### config.mk
export PLATFORM = sky130hd
export DESIGN_NAME = dac_waveform_sample_generator_core
export DESIGN_NICKNAME = d
export VERILOG_FILES = /design/src/sv/dwsg_pkg.sv /design/src/sv/dwsg_cos_rom.sv /design/src/sv/dwsg_ctrl.sv /design/src/sv/dwsg_scale.sv /design/src/sv/dac_waveform_sample_generator_core.sv
export SDC_FILE = /design/constraint.sdc
export NUM_CORES = 2
export LEC_CHECK = 0
export BUFFER_PORTS_ARGS = -buffer_cell sky130_fd_sc_hd__buf_2
export CAP_MARGIN = 20
export CORE_ASPECT_RATIO = 1.2
export CORE_UTILIZATION = 45
export CTS_BUF_LIST = sky130_fd_sc_hd__clkbuf_4
export DETAILED_ROUTE_END_ITERATION = 12
export GPL_ROUTABILITY_DRIVEN = 0
export RECOVER_POWER = 100
export SETUP_SLACK_MARGIN = 0.3
export SKIP_CTS_REPAIR_TIMING = 1
export SYNTH_ARGS = -nofsm -noshare
export SYNTH_HDL_FRONTEND = slang
export SYNTH_HIERARCHICAL = 1
export SYNTH_SLANG_ARGS = --single-unit
export TNS_END_PERCENT = 1
### constraint.sdc
create_clock -name clock -period 12.2 [get_ports clock]
set_input_delay 0 -clock clock [delete_from_list [all_inputs] [get_ports clock]]
set_output_delay 0 -clock clock [all_outputs]
set_load 0.02 [all_outputs]
### src/sv/dwsg_pkg.sv
// Shared types, register indexes and the cosine table generator for the DAC sample generator.
package dwsg_pkg;

   typedef enum logic [1:0] {
      MODE_CONST  = 2'd0,
      MODE_SINE   = 2'd1,
      MODE_SQUARE = 2'd2,
      MODE_MSEQ   = 2'd3
   } wave_mode_type;

   typedef enum logic [2:0] {
      CSR_WAVE_MODE       = 3'd0,
      CSR_PHASE_STEP      = 3'd1,
      CSR_LEVEL_HIGH      = 3'd2,
      CSR_LEVEL_LOW       = 3'd3,
      CSR_OFFSET_BINARY   = 3'd4,
      CSR_SEQ_SEED        = 3'd5,
      CSR_SEQ_RATIO       = 3'd6,
      CSR_SEQ_START_DELAY = 3'd7
   } csr_index_type;

   localparam int CSR_DATA_BITS = 32;
   localparam int CSR_INDEX_BITS = 3;
   localparam longint unsigned HALF_PI_Q30 = 64'd1686629713;
   localparam int TAYLOR_TERMS = 10;
   localparam logic [31:0] SEED_RESET = 32'd1;

   typedef struct packed {
      logic          valid;
      wave_mode_type mode;
      logic          negate;
      logic          zero;
      logic [15:0]   level_code;
      logic          seq_bit;
   } sample_meta_type;

   // Quarter-wave cosine in Q1.15, Taylor series in Q30, rounded half up
   function automatic logic [15:0] cos_entry(int unsigned index, int unsigned table_bits);
      longint unsigned y;
      longint unsigned y2;
      longint unsigned term;
      longint unsigned q;
      longint          acc;
      y = (HALF_PI_Q30 * 64'(index)) >> table_bits;
      y2 = (y * y) >> 30;
      term = 64'd1 << 30;
      acc = longint'(term);
      for (int k = 1; k <= TAYLOR_TERMS; k++) begin
         term = ((term * y2) >> 30) / 64'((2 * k - 1) * (2 * k));
         if ((k % 2) == 1) begin
            acc = acc - longint'(term);
         end else begin
            acc = acc + longint'(term);
         end
      end
      if (acc < 0) begin
         acc = 0;
      end
      q = (unsigned'(acc) + (64'd1 << 14)) >> 15;
      if (q > 64'd32767) begin
         q = 64'd32767;
      end
      return 16'(q);
   endfunction

endpackage

### src/sv/dwsg_cos_rom.sv
// Quarter-wave cosine ROM with registered read.
module dwsg_cos_rom #(
   parameter int TABLE_BITS = 8
) (
   input  logic                  clock,
   input  logic                  rd_en,
   input  logic [TABLE_BITS-1:0] rd_addr,
   output logic [15:0]           rd_data
);
   import dwsg_pkg::*;

   localparam int QUARTER_LEN = 1 << TABLE_BITS;

   logic [15:0] rom [QUARTER_LEN];
   logic [15:0] rd_data_ff;

   for (genvar g = 0; g < QUARTER_LEN; g++) begin : g_rom
      assign rom[g] = cos_entry(g, TABLE_BITS);
   end

   always_ff @(posedge clock) begin
      if (rd_en) begin
         rd_data_ff <= rom[rd_addr];
      end
   end

   assign rd_data = rd_data_ff;

endmodule

### src/sv/dwsg_ctrl.sv
// Generator state: phase accumulator, start delay and LFSR, updated once per transaction.
module dwsg_ctrl #(
   parameter int TABLE_BITS = 8
) (
   input  logic                      clock,
   input  logic                      reset,
   input  logic                      adv,
   input  logic                      accept,
   input  logic                      restart,
   input  dwsg_pkg::wave_mode_type   wave_mode,
   input  logic [31:0]               phase_step,
   input  logic [15:0]               level_high,
   input  logic [15:0]               level_low,
   input  logic [31:0]               seq_seed,
   input  logic [15:0]               seq_ratio,
   input  logic [15:0]               seq_start_delay,
   output dwsg_pkg::sample_meta_type meta,
   output logic [TABLE_BITS-1:0]     rom_addr
);
   import dwsg_pkg::*;

   logic [31:0] phase_ff, phase_in;
   logic [31:0] shift_ff, shift_in;
   logic        prev_top_ff, prev_top_in;
   logic        out_bit_ff, out_bit_in;
   logic [16:0] hold_ff, hold_in;
   logic [15:0] delay_ff, delay_in;

   logic [31:0] eff_phase;
   logic [31:0] eff_shift;
   logic        eff_prev_top;
   logic        eff_out_bit;
   logic [16:0] eff_hold;
   logic [15:0] eff_delay;
   logic [16:0] hold_dec;
   logic [15:0] code;
   logic [TABLE_BITS-1:0] idx;
   logic [TABLE_BITS-1:0] addr_in;
   logic        negate_in, zero_in;

   sample_meta_type       meta_ff, meta_in;
   logic [TABLE_BITS-1:0] addr_ff;

   always_comb begin
      eff_phase    = restart ? 32'd0 : phase_ff;
      eff_shift    = restart ? seq_seed : shift_ff;
      eff_prev_top = restart ? 1'b0 : prev_top_ff;
      eff_out_bit  = restart ? 1'b1 : out_bit_ff;
      eff_hold     = restart ? 17'd1 : hold_ff;
      eff_delay    = restart ? seq_start_delay : delay_ff;
      hold_dec     = eff_hold - 17'd1;

      phase_in    = eff_phase;
      shift_in    = eff_shift;
      prev_top_in = eff_prev_top;
      out_bit_in  = eff_out_bit;
      hold_in     = eff_hold;
      delay_in    = eff_delay;
      code        = level_high;

      unique case (wave_mode)
         MODE_SINE: begin
            phase_in = eff_phase + phase_step;
         end
         MODE_SQUARE: begin
            phase_in = eff_phase + phase_step;
            code = eff_phase[31] ? level_high : level_low;
         end
         MODE_MSEQ: begin
            if (eff_delay != 16'd0) begin
               delay_in = eff_delay - 16'd1;
               code = 16'd0;
            end else begin
               hold_in = hold_dec;
               if (hold_dec == 17'd0) begin
                  hold_in     = {1'b0, seq_ratio} + 17'd1;
                  out_bit_in  = eff_shift[12] ^ eff_prev_top;
                  prev_top_in = eff_shift[31];
                  shift_in    = {eff_shift[30:0], out_bit_in};
               end
               code = out_bit_in ? level_high : level_low;
            end
         end
         MODE_CONST: begin
            code = level_high;
         end
      endcase

      idx       = eff_phase[29 -: TABLE_BITS];
      addr_in   = eff_phase[30] ? (~idx + 1'b1) : idx;
      zero_in   = eff_phase[30] && (idx == '0);
      negate_in = eff_phase[31] ^ eff_phase[30];

      meta_in.valid      = accept;
      meta_in.mode       = wave_mode;
      meta_in.negate     = negate_in;
      meta_in.zero       = zero_in;
      meta_in.level_code = code;
      meta_in.seq_bit    = out_bit_in;
   end

   always_ff @(posedge clock) begin
      if (reset) begin
         phase_ff    <= 32'd0;
         shift_ff    <= SEED_RESET;
         prev_top_ff <= 1'b0;
         out_bit_ff  <= 1'b1;
         hold_ff     <= 17'd1;
         delay_ff    <= 16'd0;
      end else if (accept) begin
         phase_ff    <= phase_in;
         shift_ff    <= shift_in;
         prev_top_ff <= prev_top_in;
         out_bit_ff  <= out_bit_in;
         hold_ff     <= hold_in;
         delay_ff    <= delay_in;
      end
   end

   always_ff @(posedge clock) begin
      if (reset) begin
         meta_ff.valid <= 1'b0;
      end else if (adv) begin
         meta_ff.valid <= meta_in.valid;
      end
      if (adv) begin
         meta_ff.mode       <= meta_in.mode;
         meta_ff.negate     <= meta_in.negate;
         meta_ff.zero       <= meta_in.zero;
         meta_ff.level_code <= meta_in.level_code;
         meta_ff.seq_bit    <= meta_in.seq_bit;
         addr_ff            <= addr_in;
      end
   end

   assign meta     = meta_ff;
   assign rom_addr = addr_ff;

endmodule

### src/sv/dwsg_scale.sv
// Sine pipeline: sign table value, multiply by span, offset, saturate; else level code; convert.
module dwsg_scale #(
   parameter int SAMPLE_BITS = 16
) (
   input  logic                      clock,
   input  logic                      reset,
   input  logic                      adv,
   input  dwsg_pkg::sample_meta_type meta_s1,
   input  logic [15:0]               rom_data,
   input  logic [15:0]               level_high,
   input  logic [15:0]               level_low,
   input  logic                      offset_binary,
   output logic                      result_valid,
   output logic [15:0]               result_code,
   output logic                      result_seq_bit
);
   import dwsg_pkg::*;

   localparam logic signed [18:0] CODE_MAX = 19'sd1 <<< (SAMPLE_BITS - 1);
   localparam logic signed [18:0] CODE_TOP = CODE_MAX - 19'sd1;
   localparam logic signed [18:0] CODE_BOT = -CODE_MAX;
   localparam logic [15:0] SIGN_BIT = 16'd1 << (SAMPLE_BITS - 1);
   localparam logic [15:0] CODE_MASK = 16'((32'd1 << SAMPLE_BITS) - 32'd1);

   sample_meta_type     meta_s2_ff;
   sample_meta_type     meta_s3_ff;
   logic signed [33:0]  prod_ff, prod_in;
   logic signed [16:0]  cval;
   logic signed [16:0]  span;
   logic signed [16:0]  mid;
   logic signed [34:0]  sum;
   logic signed [18:0]  scaled;
   logic signed [18:0]  sat;
   logic [15:0]         code;

   always_comb begin
      if (meta_s2_ff.zero) begin
         cval = 17'sd0;
      end else if (meta_s2_ff.negate) begin
         cval = -$signed({1'b0, rom_data});
      end else begin
         cval = $signed({1'b0, rom_data});
      end
      span    = $signed({level_high[15], level_high}) - $signed({level_low[15], level_low});
      prod_in = cval * span;
   end

   always_ff @(posedge clock) begin
      if (reset) begin
         meta_s2_ff.valid <= 1'b0;
         meta_s3_ff.valid <= 1'b0;
      end else if (adv) begin
         meta_s2_ff.valid <= meta_s1.valid;
         meta_s3_ff.valid <= meta_s2_ff.valid;
      end
      if (adv) begin
         meta_s2_ff.mode       <= meta_s1.mode;
         meta_s2_ff.negate     <= meta_s1.negate;
         meta_s2_ff.zero       <= meta_s1.zero;
         meta_s2_ff.level_code <= meta_s1.level_code;
         meta_s2_ff.seq_bit    <= meta_s1.seq_bit;
         meta_s3_ff.mode       <= meta_s2_ff.mode;
         meta_s3_ff.negate     <= meta_s2_ff.negate;
         meta_s3_ff.zero       <= meta_s2_ff.zero;
         meta_s3_ff.level_code <= meta_s2_ff.level_code;
         meta_s3_ff.seq_bit    <= meta_s2_ff.seq_bit;
         prod_ff               <= prod_in;
      end
   end

   always_comb begin
      mid    = $signed({level_high[15], level_high}) + $signed({level_low[15], level_low});
      sum    = 35'(prod_ff) + (35'(mid) <<< 15);
      scaled = 19'(sum >>> 16);
      if (scaled > CODE_TOP) begin
         sat = CODE_TOP;
      end else if (scaled < CODE_BOT) begin
         sat = CODE_BOT;
      end else begin
         sat = scaled;
      end
      code = (meta_s3_ff.mode == MODE_SINE) ? 16'(sat) : meta_s3_ff.level_code;
      if (offset_binary) begin
         code = (code ^ SIGN_BIT) & CODE_MASK;
      end
   end

   assign result_valid   = meta_s3_ff.valid;
   assign result_code    = code;
   assign result_seq_bit = meta_s3_ff.seq_bit;

endmodule

### src/sv/dac_waveform_sample_generator_core.sv
// Top level of the DAC waveform sample generator: configuration registers, pipeline and output register.
// One request transaction is one sample tick and yields one response transaction holding a DAC
// code and the current m-sequence bit. A new request is taken every cycle unless a response waits
// on rsp_ready; rsp_valid is set through the stage registers in order (state update at the
// accepting edge, then cosine ROM read, span multiply and output register), and the whole pipeline
// holds while a response waits on rsp_ready.
// Configuration registers are written by csr_we/csr_index/csr_wdata and must only change
// while no transaction is in flight.
module dac_waveform_sample_generator_core #(
   parameter int SAMPLE_BITS = 16,
   parameter int TABLE_BITS  = 8
) (
   input  logic                                clock,
   input  logic                                reset,
   input  logic                                req_valid,
   output logic                                req_ready,
   input  logic                                req_restart,
   output logic                                rsp_valid,
   input  logic                                rsp_ready,
   output logic [15:0]                         rsp_sample_code,
   output logic                                rsp_seq_bit,
   input  logic                                csr_we,
   input  logic [dwsg_pkg::CSR_INDEX_BITS-1:0] csr_index,
   input  logic [dwsg_pkg::CSR_DATA_BITS-1:0]  csr_wdata
);
   import dwsg_pkg::*;

   wave_mode_type wave_mode_ff;
   logic [31:0]   phase_step_ff;
   logic [15:0]   level_high_ff;
   logic [15:0]   level_low_ff;
   logic          offset_binary_ff;
   logic [31:0]   seq_seed_ff;
   logic [15:0]   seq_ratio_ff;
   logic [15:0]   seq_start_delay_ff;

   logic            adv;
   logic            accept;
   sample_meta_type meta_s1;
   logic [TABLE_BITS-1:0] rom_addr;
   logic [15:0]     rom_data;
   logic            result_valid;
   logic [15:0]     result_code;
   logic            result_seq_bit;

   logic            rsp_valid_ff;
   logic [15:0]     rsp_code_ff;
   logic            rsp_seq_bit_ff;

   always_ff @(posedge clock) begin
      if (reset) begin
         wave_mode_ff       <= MODE_CONST;
         phase_step_ff      <= 32'd0;
         level_high_ff      <= 16'd0;
         level_low_ff       <= 16'd0;
         offset_binary_ff   <= 1'b0;
         seq_seed_ff        <= SEED_RESET;
         seq_ratio_ff       <= 16'd0;
         seq_start_delay_ff <= 16'd0;
      end else if (csr_we) begin
         unique case (csr_index_type'(csr_index))
            CSR_WAVE_MODE:       wave_mode_ff       <= wave_mode_type'(csr_wdata[1:0]);
            CSR_PHASE_STEP:      phase_step_ff      <= csr_wdata[31:0];
            CSR_LEVEL_HIGH:      level_high_ff      <= csr_wdata[15:0];
            CSR_LEVEL_LOW:       level_low_ff       <= csr_wdata[15:0];
            CSR_OFFSET_BINARY:   offset_binary_ff   <= csr_wdata[0];
            CSR_SEQ_SEED:        seq_seed_ff        <= csr_wdata[31:0];
            CSR_SEQ_RATIO:       seq_ratio_ff       <= csr_wdata[15:0];
            CSR_SEQ_START_DELAY: seq_start_delay_ff <= csr_wdata[15:0];
         endcase
      end
   end

   assign adv       = !rsp_valid_ff || rsp_ready;
   assign req_ready = adv;
   assign accept    = req_valid && adv;

   dwsg_ctrl #(
      .TABLE_BITS(TABLE_BITS)
   ) u_ctrl (
      .clock           (clock),
      .reset           (reset),
      .adv             (adv),
      .accept          (accept),
      .restart         (req_restart),
      .wave_mode       (wave_mode_ff),
      .phase_step      (phase_step_ff),
      .level_high      (level_high_ff),
      .level_low       (level_low_ff),
      .seq_seed        (seq_seed_ff),
      .seq_ratio       (seq_ratio_ff),
      .seq_start_delay (seq_start_delay_ff),
      .meta            (meta_s1),
      .rom_addr        (rom_addr)
   );

   dwsg_cos_rom #(
      .TABLE_BITS(TABLE_BITS)
   ) u_cos_rom (
      .clock   (clock),
      .rd_en   (adv),
      .rd_addr (rom_addr),
      .rd_data (rom_data)
   );

   dwsg_scale #(
      .SAMPLE_BITS(SAMPLE_BITS)
   ) u_scale (
      .clock          (clock),
      .reset          (reset),
      .adv            (adv),
      .meta_s1        (meta_s1),
      .rom_data       (rom_data),
      .level_high     (level_high_ff),
      .level_low      (level_low_ff),
      .offset_binary  (offset_binary_ff),
      .result_valid   (result_valid),
      .result_code    (result_code),
      .result_seq_bit (result_seq_bit)
   );

   always_ff @(posedge clock) begin
      if (reset) begin
         rsp_valid_ff <= 1'b0;
      end else if (adv) begin
         rsp_valid_ff <= result_valid;
      end
   end

   always_ff @(posedge clock) begin
      if (adv && result_valid) begin
         rsp_code_ff    <= result_code;
         rsp_seq_bit_ff <= result_seq_bit;
      end
   end

   assign rsp_valid       = rsp_valid_ff;
   assign rsp_sample_code = rsp_code_ff;
   assign rsp_seq_bit     = rsp_seq_bit_ff;

endmodule

# Word level (Yosys, flattened, before mapping)
# Memory sizes are Yosys's and may differ from the RTL's. A register that Yosys moved wholly into a read port is not among the register bits.
# Index checks and enable logic that the tools add are counted.
# classes
addsub	9
mul	1
magnitude_cmp	2
eq_ne	11
muxes	34
bitwise	5
reduce_logical	18
# ops
cell	count
32-bit 2-to-1 mux	6
16-bit 2-to-1 mux	10
17-bit 2-to-1 mux	6
34-bit by 32-bit adder with 35-bit output	1
17-bit by 17-bit multiplier with 34-bit output	1
32-bit adder	1
16-bit one-hot mux with 2 select lines	1
19-bit by 16-bit greater-than comparator with 1-bit output, second input constant	1
19-bit by 16-bit < comparator with 1-bit output, second input constant	1
16-bit by 1-bit adder with 17-bit output, second input constant	1
16-bit by 16-bit adder with 17-bit output	1
17-bit logical NOT	1
16-bit negator with 17-bit output	1
16-bit by 16-bit subtractor with 17-bit output	1
17-bit by 1-bit subtractor with 17-bit output, second input constant	1
2-bit AND reduction	8
16-bit nonzero test	1
16-bit by 1-bit subtractor with 16-bit output, second input constant	1
3-bit equality test, second input constant	4
1-bit 2-to-1 mux	10
8-bit NOT with 9-bit output	1
8-bit by 1-bit adder with 8-bit output, second input constant	1
8-bit logical NOT	1
8-bit 2-to-1 mux	1
12 further kinds	18
# word_totals
register_bits	354
mem_bits_ro	4096
memories	1
# mem_list
name	depth	width	read_ports	rd_ports_with_merged_regs	write_ports	line	text
(no name shown)	256	16	1	1	0	dwsg_cos_rom.sv:23	rd_data_ff <= rom[rd_addr];

# Longest topological paths before layout
# depth
word_depth	9
mapped_depth	33
ltp_nobuf	32

# Cells and area by module
# Netlist, hierarchy kept.
# by_module_without_submodules
mod	n_inst	cells_per_inst	area_each_um2
dwsg_scale	1	1662	15167.0
dwsg_ctrl	1	1117	9361.5
dac_waveform_sample_generator_core	1	496	5876.9
dwsg_cos_rom	1	674	4575.6

# Worst setup path before layout
# Ideal clock, no wire load.
# synth_path
kind	reg-to-reg
startpoint	register u_cos_rom.rd_data_ff[2] (netlist: u_cos_rom/rd_data[2])
endpoint	register u_scale.prod_ff[31], data pin
setup_time_ps	260
t_arrival_ps	7554
setup_slack_ps	4386
path_stages_with_launch	29
path_buffers	1
path_cell_list	edfxtp_1 or4_1 or4_1 o31ai_2 xor2_1 nor2_1 clkbuf_1 nand2_1 fa_1 inv_1 fa_1 inv_1 fa_1 inv_1 fa_1 inv_1 fa_1 inv_1 fa_1 ha_1 a21o_1 a21o_1 a21oi_1 o21a_2 o211a_4 nor4_2 or4b_4 a21oi_2 xnor2_1
# synth_between
elab_chain_cells	4
# synth_rtl
item	line	text
start: declaration	dwsg_cos_rom.sv:15	logic [15:0] rd_data_ff;
16-bit negator with 17-bit output	dwsg_scale.sv:40	cval = -$signed({1'b0, rom_data});
17-bit 2-to-1 mux *	dwsg_scale.sv:39	end else if (meta_s2_ff.negate) begin
17-bit 2-to-1 mux *	dwsg_scale.sv:37	if (meta_s2_ff.zero) begin
17-bit by 17-bit multiplier with 34-bit output *	dwsg_scale.sv:45	prod_in = cval * span;
named net u_scale.prod_in[31]	dwsg_scale.sv:27	logic signed [33:0] prod_ff, prod_in;
end signal: assignment	dwsg_scale.sv:67	prod_ff <= prod_in;
end: declaration	dwsg_scale.sv:27	
# Mark *: on every way through the listed nets, which the timed path passes. The rest lies on a longest branch.
# A chain may end at the register's enable or synchronous reset.

# Worst setup path after layout
# layout_path
startpoint	register level_high_ff[0]
endpoint	register u_scale.prod_ff[28], data pin
# layout_between
elab_chain_cells	2
# layout_rtl
item	line	text
start: declaration	dac_waveform_sample_generator_core.sv:30	logic [15:0] level_high_ff;
start signal: assignment	dac_waveform_sample_generator_core.sv:64	CSR_LEVEL_HIGH: level_high_ff <= csr_wdata[15:0];
16-bit by 16-bit subtractor with 17-bit output	dwsg_scale.sv:44	span = $signed({level_high[15], level_high}) - $signed({level_low[15], level_low});
17-bit by 17-bit multiplier with 34-bit output	dwsg_scale.sv:45	
named net u_scale.prod_in[28]	dwsg_scale.sv:27	
# The timed path passes the listed nets, and every way through them passes these cells.

==> summary.txt <==
GRT
  – Largest net degree at the start of global routing: 105
  – Remaining Overflow, GRT: 0
  – GRT Total Usage: 25.1%
  – Vias in the first global route: 28600
  – Antenna violations before repair: 1
  – Global-route wire length before repair: 158 mm

Routing
  – First-pass DRT Iterations: 6
  – DRT iter0 DRCs: 2271
  – Vias: 28900
  – Post-Route WL: 100 mm
  – Via density: 5.71
  – Routed len/inst: 19.8 um
  – Antenna viol nets, final: 0
  – DRC viols: 0

Worst setup path
  – Cell repeated most along the worst path: fa_1
  – Worst-path fanout max: 19
  – CP endpoint kind: register
  – Crit path launch type: register
  – CP max stage cell: o41ai_1
  – Worst EP arrival: 10070 ps
  – Crit Path Category: reg -> reg
  – CP Data Required Time: 12810 ps
  – Max stage delay on crit path: 670 ps

Yosys
  – Cells after synthesis: 3949
  – Main combinational cell family by area after synthesis: adder cells
  – Post-synthesis xor/xnor area fraction: 3.86%
  – Prevailing post-synth register cell: dfxtp_1
  – Compound-Gate Fraction of Synth Area: 14.9%
  – EDFF count, synth: 120
  – Post-synth cell types: 112
  – Synth Area in Simple Gates: 17.9%
  – Yosys reg bits: 354
  – Sequential area share after synthesis: 23.7%
  – Yosys Warn Count: 6
  – Ys async rst share: 0%
  – Synth Area in Adders: 23.8%
  – Syn Area/Cell: 8.86 um2
  – Post-Syn Area: 35000 um2
  – Proportion of synthesized area in mux cells: 8.15%
  – Synthesized Nets: 4476

Timing
  – Final period util: 77.5%
  – Tmin final: 9460 ps
  – Max-slew violation total from the final report: 669
  – Worst-margin pin slew: 4070 ps
  – RSZ-0062 raised after global routing: false
  – Fmax: 0.106 GHz
  – Final Hold Vio Count: 0
  – Clk_skew: 76.5 ps
  – Max-slew headroom: -172%
  – Final setup fails: 0
  – Setup TNS Final: 0 ps
  – Hold Slack: 28.1 ps

Final layout
  – Final net count: 4502
  – Multi-input logic area: 23900 um2
  – Layout cells sized above 1: 8.00%
  – Commonest non-fill, non-tap cell in the layout: inv_1
  – Fill count: 7525
  – FF/Latch Area: 8290 um2
  – Most frequent cells in the layout: inv_1 (393), nor2_1 (337), nand2_1 (331)
  – Layout area overhead: 7.24%

Floorplanning
  – Core area: 76700 um2
  – Die Area: 78900 um2
  – Std-Cell Rows: 111
  – Die Ht: 307 um
  – Initial Util: 45.6%
  – Die width: 257 um
  – Boundary Pins: 60

Hold path
  – Worst Hold Class: in -> reg

Clock tree
  – Number of CTS-inserted buffers: 97
  – CTS Sinks: 354
  – Later-pin clock latency in the skew report: 880 ps
  – CTS tree: done
  – Root Driver: clkbuf_4
  – Max Root-Sink Buffers: 3
  – Reg clk slew, reported paths: 60 ps
  – Max H-tree Level: 3

Placement
  – Hpwl dp: 72.7 mm
  – I/O Buffers: 59

Outcome
  – Status: complete, but fails checks
  – Failing checks: capacitance limit, slew limit

Flow run
  – Max_cap viols: 12
==> synth_stat cells (18+ instances only) <==
cell | count | area [um2]
inv_1 | 393 | 1480
nor2_1 | 336 | 1260
nand2_1 | 331 | 1240
fa_1 | 299 | 5990
mux2i_1 | 263 | 2630
dfxtp_1 | 234 | 4680
nand2b_1 | 208 | 1300
ha_1 | 187 | 2340
o21ai_0 | 173 | 866
a21oi_1 | 153 | 766
clkbuf_1 | 145 | 544
edfxtp_1 | 120 | 3600
xnor2_1 | 95 | 832
nor3_1 | 70 | 350
buf_2 | 64 | 320
nor2b_1 | 60 | 375
xor2_1 | 59 | 517
a21o_1 | 51 | 383
a31oi_1 | 48 | 300
nand3_1 | 44 | 220
a22oi_1 | 34 | 255
o22ai_1 | 34 | 213
o21a_1 | 30 | 225
and3_1 | 29 | 181
a211oi_1 | 27 | 203
and2_1 | 27 | 169
o211ai_1 | 24 | 180
nand4_1 | 21 | 131
or2_2 | 21 | 131
or3_1 | 21 | 131
o31ai_1 | 19 | 143
buf_4 | 18 | 135
==> cell type report <==
class	instances	area share, %
Multi-Input combinational cell	2949	63.8
Sequential cell	354	22.1
Inverter	395	3.95
Tap cell	1017	3.39
Timing Repair Buffer	178	3.33
Clock buffer	151	3.02
Clock inverter	24	0.377
Antenna cell	2	0.0133
==> logic make-up (layout without fill, tap and decap cells) <==
group / Yosys count / in the layout
fa+ha+maj: 486 / 486
compound gates: 781 / 781
flops: 354 / 354
mux: 274 / 274
xor+xnor: 154 / 154
simple gates: 1253 / 1253
other cells: 1 / 3
buf+inv: 646 / 748
==> state kept, by name, indices dropped and copies added (netlist names), 2 cells and up <==
name,flops
level_high_ff,16
level_low_ff,16
phase_step_ff,32
rsp_sample_code,16
seq_ratio_ff,16
seq_seed_ff,32
seq_start_delay_ff,16
u_cos_rom/rd_data,15
u_ctrl/delay_ff,16
u_ctrl/hold_ff,17
u_ctrl/meta,22
u_ctrl/phase_ff,32
u_ctrl/rom_addr,8
u_ctrl/shift_ff,32
u_scale/meta_s2_ff,22
u_scale/meta_s3_ff,18
u_scale/prod_ff,19
wave_mode_ff,2
==> critical path: cells and delay by family (launching register included) <==
| kind | cells | cell delay (ps) |
|---|---|---|
| compound gates | 12 | 3740 |
| xor+xnor | 1 | 90 |
| fa+ha+maj | 9 | 3790 |
| buf+inv | 6 | 860 |
| flops | 1 | 410 |
| simple gates | 3 | 380 |
==> metal layers <==
metal | wire length (um) | GRT usage [%] | up-vias
met3 | 5920 | 3.67 | 298
li1 | - | - | 13600
met2 | 47700 | 42.0 | 1069
met4 | 4430 | 11.9 | 0
met5 | 0 | 0 | -
met1 | 42200 | 31.9 | 14000
==> worst paths after layout <==
path | from | end | slack, ps | depth (start not counted)
setup / recovery | level_high_ff[0]$_SDFFE_PP0P_ | u_scale/prod_ff[28]$_DFFE_PP_ | 2740 | 31
hold / removal | csr_wdata[22] | phase_step_ff[22]$_SDFFE_PP0P_ | 30 | 4
setup reg to reg | level_high_ff[0]$_SDFFE_PP0P_ | u_scale/prod_ff[28]$_DFFE_PP_ | 2740 | 31
hold reg to reg | u_ctrl/meta[17]$_DFFE_PP_ | u_scale/meta_s2_ff[17]$_DFFE_PP_ | 400 | 0
==> through the flow <==
stage | cell area (um2) | instances | worst slack (ps) | utilization [%]
after floorplan | 35000 | 3949 | 4390 | -
after global placement | 35800 | 4835 | 3650 | 46.7
after detailed placement | 35800 | 4835 | 3450 | 46.7
after CTS | 37100 | 5010 | 3520 | 48.4
after global routing | 37500 | 5069 | 2090 | 48.9
final | 37500 | 5070 | 2740 | 48.9
Power is not shown: default switching activity piles up to over one toggle a cycle in this logic, so the estimate is an artifact.
